## config.mk

```make
export PLATFORM = sky130hd
export DESIGN_NAME = sme_alu
export DESIGN_NICKNAME = d
export VERILOG_FILES = /design/src/design/sme_pkg.sv /design/src/design/sme_alu.sv
export SDC_FILE = /design/constraint.sdc
export NUM_CORES = 2
export LEC_CHECK = 0
export BUFFER_PORTS_ARGS = -buffer_cell sky130_fd_sc_hd__buf_2
export CAP_MARGIN = 10
export CORE_UTILIZATION = 60
export DETAILED_ROUTE_END_ITERATION = 8
export PLACE_DENSITY = 0.77
export SYNTH_ARGS = -nofsm -noshare
export SYNTH_HDL_FRONTEND = slang
export SYNTH_SLANG_ARGS = --single-unit
export TNS_END_PERCENT = 30
```

## constraint.sdc

```tcl
create_clock -name clk -period 13.3 [get_ports clk]
set_input_delay 2.66 -clock clk [delete_from_list [all_inputs] [get_ports clk]]
set_output_delay 2.66 -clock clk [all_outputs]
set_load 0.01 [all_outputs]
```

## src/design/sme_pkg.sv

```systemverilog
// ----------------------------------------------------------------------------
// sme_pkg: shared types and constants of the stack machine executor
// Opcodes, operand kinds, status codes, state encoding, Q32.32 helpers.
// ----------------------------------------------------------------------------
`default_nettype none

package sme_pkg;

	localparam logic [63:0] Q_MIN = 64'h8000_0000_0000_0000;
	localparam logic [63:0] Q_MAX = 64'h7FFF_FFFF_FFFF_FFFF;

	localparam int unsigned MUL_LAST  = 4;
	localparam int unsigned DIV_LAST  = 95;
	localparam int unsigned SQRT_LAST = 47;

	typedef enum logic [4:0] {
		OP_PUSH = 5'd0,
		OP_POP  = 5'd1,
		OP_ADD  = 5'd2,
		OP_SUB  = 5'd3,
		OP_MUL  = 5'd4,
		OP_DIV  = 5'd5,
		OP_SQRT = 5'd6,
		OP_OUT  = 5'd7,
		OP_IN   = 5'd8,
		OP_JMP  = 5'd9,
		OP_JE   = 5'd10,
		OP_JA   = 5'd11,
		OP_JB   = 5'd12,
		OP_JAE  = 5'd13,
		OP_JBE  = 5'd14,
		OP_JNE  = 5'd15,
		OP_CALL = 5'd16,
		OP_RET  = 5'd17,
		OP_HLT  = 5'd18
	} op_t;

	localparam logic [1:0] KIND_IMM     = 2'd0;
	localparam logic [1:0] KIND_REG     = 2'd1;
	localparam logic [1:0] KIND_RAM_IMM = 2'd2;
	localparam logic [1:0] KIND_RAM_REG = 2'd3;

	typedef enum logic [2:0] {
		ST_OK     = 3'd0,
		ST_HALT   = 3'd1,
		ST_BADOP  = 3'd2,
		ST_BADARG = 3'd3,
		ST_STACK  = 3'd4,
		ST_RAM    = 3'd5,
		ST_ARITH  = 3'd6
	} status_t;

	typedef enum logic [4:0] {
		S_CLEAR = 5'b00001,
		S_IDLE  = 5'b00010,
		S_EXEC  = 5'b00100,
		S_ALU   = 5'b01000,
		S_RESP  = 5'b10000
	} state_t;

	typedef enum logic [1:0] {
		ALU_MUL  = 2'd0,
		ALU_DIV  = 2'd1,
		ALU_SQRT = 2'd2
	} alu_op_t;

	typedef struct packed {
		logic        start;
		alu_op_t     op;
		logic [63:0] top;
		logic [63:0] sec;
	} alu_req_t;

	typedef struct packed {
		logic        done;
		logic [63:0] result;
	} alu_rsp_t;

	function automatic logic [63:0] q_mag(input logic [63:0] v);
		q_mag = v[63] ? (64'd0 - v) : v;
	endfunction

	function automatic logic [63:0] q_sat(input logic neg, input logic [63:0] m,
			input logic ovf);
		if (neg) begin
			q_sat = (ovf || (m > Q_MIN)) ? Q_MIN : (64'd0 - m);
		end else begin
			q_sat = (ovf || (m > Q_MAX)) ? Q_MAX : m;
		end
	endfunction

	function automatic logic [63:0] q_add(input logic [63:0] a, input logic [63:0] b);
		logic [63:0] s;
		s = a + b;
		if ((a[63] == b[63]) && (s[63] != a[63])) begin
			q_add = a[63] ? Q_MIN : Q_MAX;
		end else begin
			q_add = s;
		end
	endfunction

	function automatic logic [63:0] q_sub(input logic [63:0] a, input logic [63:0] b);
		logic [63:0] d;
		d = a - b;
		if ((a[63] != b[63]) && (d[63] != a[63])) begin
			q_sub = a[63] ? Q_MIN : Q_MAX;
		end else begin
			q_sub = d;
		end
	endfunction

endpackage

`default_nettype wire

```

## src/design/sme_alu.sv

```systemverilog
// ----------------------------------------------------------------------------
// sme_alu: multi-cycle Q32.32 arithmetic unit
// Multiply by 32x32 partial products, restoring divide and square root
// one bit per cycle, with saturation of the multiply and divide results.
// ----------------------------------------------------------------------------
`default_nettype none

module sme_alu (
	input  wire logic              clk,
	input  wire logic              arst_n,
	input  wire sme_pkg::alu_req_t req,
	output sme_pkg::alu_rsp_t      rsp
);

	logic              busy_q;
	logic              done_q;
	sme_pkg::alu_op_t  op_q;
	logic [6:0]        cnt_q;
	logic              neg_q;
	logic [63:0]       ma_q;
	logic [63:0]       mb_q;
	logic [127:0]      acc_q;
	logic [63:0]       pp_q;
	logic [1:0]        psh_q;
	logic [63:0]       r_q;
	logic [63:0]       quo_q;
	logic              ovf_q;
	logic [95:0]       rad_q;
	logic [47:0]       root_q;
	logic [51:0]       rem_q;

	logic [6:0]   last;
	logic [31:0]  a_half;
	logic [31:0]  b_half;
	logic [127:0] pp_shift;
	logic [64:0]  rn;
	logic [51:0]  rem_n;
	logic [51:0]  trial;

	always_comb begin
		case (op_q)
			sme_pkg::ALU_MUL:  last = 7'(sme_pkg::MUL_LAST);
			sme_pkg::ALU_DIV:  last = 7'(sme_pkg::DIV_LAST);
			default:           last = 7'(sme_pkg::SQRT_LAST);
		endcase
		a_half = cnt_q[1] ? ma_q[63:32] : ma_q[31:0];
		b_half = cnt_q[0] ? mb_q[63:32] : mb_q[31:0];
		case (psh_q)
			2'd0:    pp_shift = {64'd0, pp_q};
			2'd1:    pp_shift = {32'd0, pp_q, 32'd0};
			default: pp_shift = {pp_q, 64'd0};
		endcase
		rn    = {r_q, ma_q[63]};
		rem_n = {rem_q[49:0], rad_q[95:94]};
		trial = {2'b00, root_q, 2'b01};
	end

	always_ff @(posedge clk or negedge arst_n) begin
		if (!arst_n) begin
			busy_q <= 1'b0;
			done_q <= 1'b0;
			cnt_q  <= '0;
		end else begin
			done_q <= 1'b0;
			if (req.start) begin
				busy_q <= 1'b1;
				cnt_q  <= '0;
			end else if (busy_q) begin
				cnt_q <= cnt_q + 7'd1;
				if (cnt_q == last) begin
					busy_q <= 1'b0;
					done_q <= 1'b1;
				end
			end
		end
	end

	always_ff @(posedge clk) begin
		if (req.start) begin
			op_q   <= req.op;
			neg_q  <= req.top[63] ^ req.sec[63];
			acc_q  <= '0;
			r_q    <= '0;
			quo_q  <= '0;
			ovf_q  <= 1'b0;
			rad_q  <= {req.top, 32'd0};
			root_q <= '0;
			rem_q  <= '0;
			if (req.op == sme_pkg::ALU_MUL) begin
				ma_q <= sme_pkg::q_mag(req.top);
				mb_q <= sme_pkg::q_mag(req.sec);
			end else begin
				ma_q <= sme_pkg::q_mag(req.sec);
				mb_q <= sme_pkg::q_mag(req.top);
			end
		end else if (busy_q) begin
			case (op_q)
				sme_pkg::ALU_MUL: begin
					pp_q  <= a_half * b_half;
					psh_q <= 2'(cnt_q[1]) + 2'(cnt_q[0]);
					if (cnt_q != 7'd0) begin
						acc_q <= acc_q + pp_shift;
					end
				end
				sme_pkg::ALU_DIV: begin
					ma_q  <= {ma_q[62:0], 1'b0};
					ovf_q <= ovf_q | quo_q[63];
					if (rn >= {1'b0, mb_q}) begin
						r_q   <= 64'(rn - {1'b0, mb_q});
						quo_q <= {quo_q[62:0], 1'b1};
					end else begin
						r_q   <= rn[63:0];
						quo_q <= {quo_q[62:0], 1'b0};
					end
				end
				default: begin
					rad_q <= {rad_q[93:0], 2'b00};
					if (rem_n >= trial) begin
						rem_q  <= rem_n - trial;
						root_q <= {root_q[46:0], 1'b1};
					end else begin
						rem_q  <= rem_n;
						root_q <= {root_q[46:0], 1'b0};
					end
				end
			endcase
		end
	end

	always_comb begin
		rsp.done = done_q;
		case (op_q)
			sme_pkg::ALU_MUL:
				rsp.result = sme_pkg::q_sat(neg_q, acc_q[95:32], |acc_q[127:96]);
			sme_pkg::ALU_DIV:
				rsp.result = sme_pkg::q_sat(neg_q, quo_q, ovf_q);
			default:
				rsp.result = {16'd0, root_q};
		endcase
	end

endmodule

`default_nettype wire

```

==> flow_summary.yaml <==
run_status:
  outcome: "finished, final reports clean"
global_route:
  grt_pass1_vias: 72300
  grt_usage_pct: 43.5
  antenna_found_initial: 10
  grt_max_degree: 212
  grt_overflow: 0
  grt_pass1_wl_um: 444000
synthesis:
  synth.avg_cell_area_um2: 8.13
  ys.flop_type: "dfxtp_1"
  ys_async_sr_fraction_pct: 1.44
  synth_edf_count: 261
  synth_seq_area_share_pct: 19.0
  ys_types: 95
  synth-seq-cells: 625
  synth_nets: 11400
  syn_area_um2: 79900
  synth_warnings: 0
  synthCells: 9826
finish:
  drive_gt1_share_pct: 6.93
  fin_area_um2: 85200
  nets: 11200
  area.growth.synth_to_final_pct: 6.64
critical_path:
  cp.required_ns: 13.75
  slowest_delay_ns: 0.88
  crit_family: "adder cells"
  crit_path_start: "cnt_q[1]"
  cp-end-kind: "register"
  critical_path_buf_inv_count: 8
  r2r_slack_ns: 2.70
  cp_data_arrival_time_ns: 11.06
  worstSetupPathType: "register to register"
  startpoint_type: "register"
  reg2regPathDepth: 31
  worstReg2RegEnd: "pp_q[61]"
  r2r_start: "cnt_q[1]"
  cp_common_cell: "fa_1"
  cp_slowest_cell: "dfrtp_4"
  critPathMaxFanout: 51
  cp.depth: 31
detailed_routing:
  drtPass1Iterations: 6
  routed_via_density: 6.42
  drt-total-wl_um: 296000
  wl_per_cell_um: 25.7
  drc_errors: 0
  dr_total_vias: 74000
  drt_iter0_markers: 8592
  ant_nets: 0
clock_network:
  cts.path.max_buffers: 3
  h-tree-depth: 3
  cts.sinks: 625
  cts_resized: 0
  cts_buffers: 75
  clk-insertion-delay-late_ns: 0.72
  cts_root_buf: "clkbuf_16"
  tritoncts: "built"
  post_cts_buffers: 0
  cts_hold_buf: 0
  clkSlewWorstSetupHoldPaths_ns: 0.06
hold_path:
  hp-start: "root_q[44]"
  hold_end: "root_q[45]"
  hold_class: "register to register"
  whs_path_depth: 2
floorplan:
  fp.dieW_um: 367
  start_util_pct: 60.6
  pin_count: 198
  core_um2: 132000
  die_h_um: 367
  rows: 133
  dieArea_um2: 135000
place:
  dpl.hpwl_um: 227000
  pre_cts_ws_ns: 2.86
  place_congestion: 1.02
  placed_area_um2: 82600
  numPortBuffers: 197
sta:
  worst_slew_pin_slew_ns: 1.39
  setup_tns_ns: 0
  fin_ws_ns: 2.70
  hold_viol: 0
  relSlewSlack_pct: 4.99
  setup_viol: 0
  rsz0062_at_grt: "no"
  timing.fmax_mhz: 94.3
  fin_crit_sh_pct: 79.7
  clock_skew_ns: 0.0524
  period_needed_ns: 10.60
  maxSlewViolCount: 0
  hold_slack_ns: 0.449
job:
  cap_violations: 0
## how the worst max path moves through the flow
| stage | endpoint | slack (ns) |
|---|---|---|
| floorplan | pp_q[62] | 3.84 |
| global placement | pp_q[61] | 2.96 |
| detailed placement | pp_q[62] | 2.86 |
| CTS | pp_q[62] | 2.88 |
| global route | pp_q[61] | 2.29 |
| finish | pp_q[61] | 2.70 |
## state kept, by name, indices dropped and copies added (netlist names)
name and flops:
acc_q 128, ma_q 64, mb_q 64, pp_q 64, quo_q 64, r_q 64, rad_q 64, rem_q 50
root_q 48, cnt_q 7, op_q 2, psh_q 2, busy_q 1, done_q 1, neg_q 1, ovf_q 1
## synth_stat cells (all sizes together), types with 153 or more instances
cell type	number	area [µm²]
mux2i	161	1610
a21oi	627	3150
fa	898	18000
o21ai	580	2910
inv	1201	4510
a21o	168	1260
nand2	1393	5240
xnor2	189	1660
ha	510	6380
xor2	226	1980
dfxtp	355	7110
nand3	153	771
clkbuf	507	1900
nor2	986	3700
edfxtp	261	7840
## kinds of logic after synthesis
family	after synthesis	synth area share (%)
simple gates	3220	17.7
compound gates	2172	17.0
buf+inv	1753	8.27
fa+ha+maj	1408	30.5
flops	625	19.0
xor+xnor	415	4.55
mux	233	3.03
## cell type report
cell class | count | area (µm²)
Sequential cell | 625 | 15200
Clock inverter | 45 | 598
Inverter | 1203 | 4520
Timing Repair Buffer | 351 | 2190
Tap cell | 1755 | 2200
Fill cell | 11300 | 46600
Clock buffer | 94 | 2030
Multi-Input combinational cell | 7448 | 58500
Antenna cell | 7 | 17.5
## metal layers
| metal | GRT usage [%] | wire length, µm | vias up |
|---|---|---|---|
| met2 | 66.4 | 129000 | 4438 |
| met3 | 11.4 | 32600 | 1145 |
| met5 | 0.142 | 14 | - |
| met4 | 30.4 | 25500 | 2 |
| met1 | 53.6 | 109000 | 35700 |
| li1 | - | - | 32700 |
## cell usage in the layout (no fill, tap or decap), types with 43 or more instances in the layout
master,count
o22ai_1,68
nor2_1,982
a21oi_1,625
o21a_1,43
or3_1,47
o21ai_0,525
nand3_1,152
ha_1,510
nand2b_1,43
o221ai_1,61
xor2_1,226
nand4_1,111
dfxtp_1,355
and3_1,46
nor3_1,126
buf_2,196
clkbuf_16,76
mux2_2,72
o31ai_1,58
buf_4,150
o21bai_1,78
a31oi_1,70
nor4_1,48
a211oi_1,65
a21o_1,167
mux2i_1,138
a22o_1,108
fa_1,898
edfxtp_1,261
and2_1,88
nand2_1,1387
inv_1,1198
xnor2_1,189
## per-stage QoR
stage	util [%]	instances
after CTS	64.6	11500
final	64.7	11500
after global placement	62.6	11400
after detailed placement	62.6	11400
after floorplan	-	9826
after global routing	64.7	11500
## worst register-to-register path, delay by kind of cell, from the launching register on
family	cells	cell delay, ns
flops	1	0.88
buf+inv	8	1.17
fa+ha+maj	9	4.40
xor+xnor	1	0.12
compound gates	7	1.69
simple gates	5	1.25
mux	1	0.85
Power is left out: the tool's default activity adds up to more than one toggle a clock period on the data nets, which glitch-free logic cannot reach.
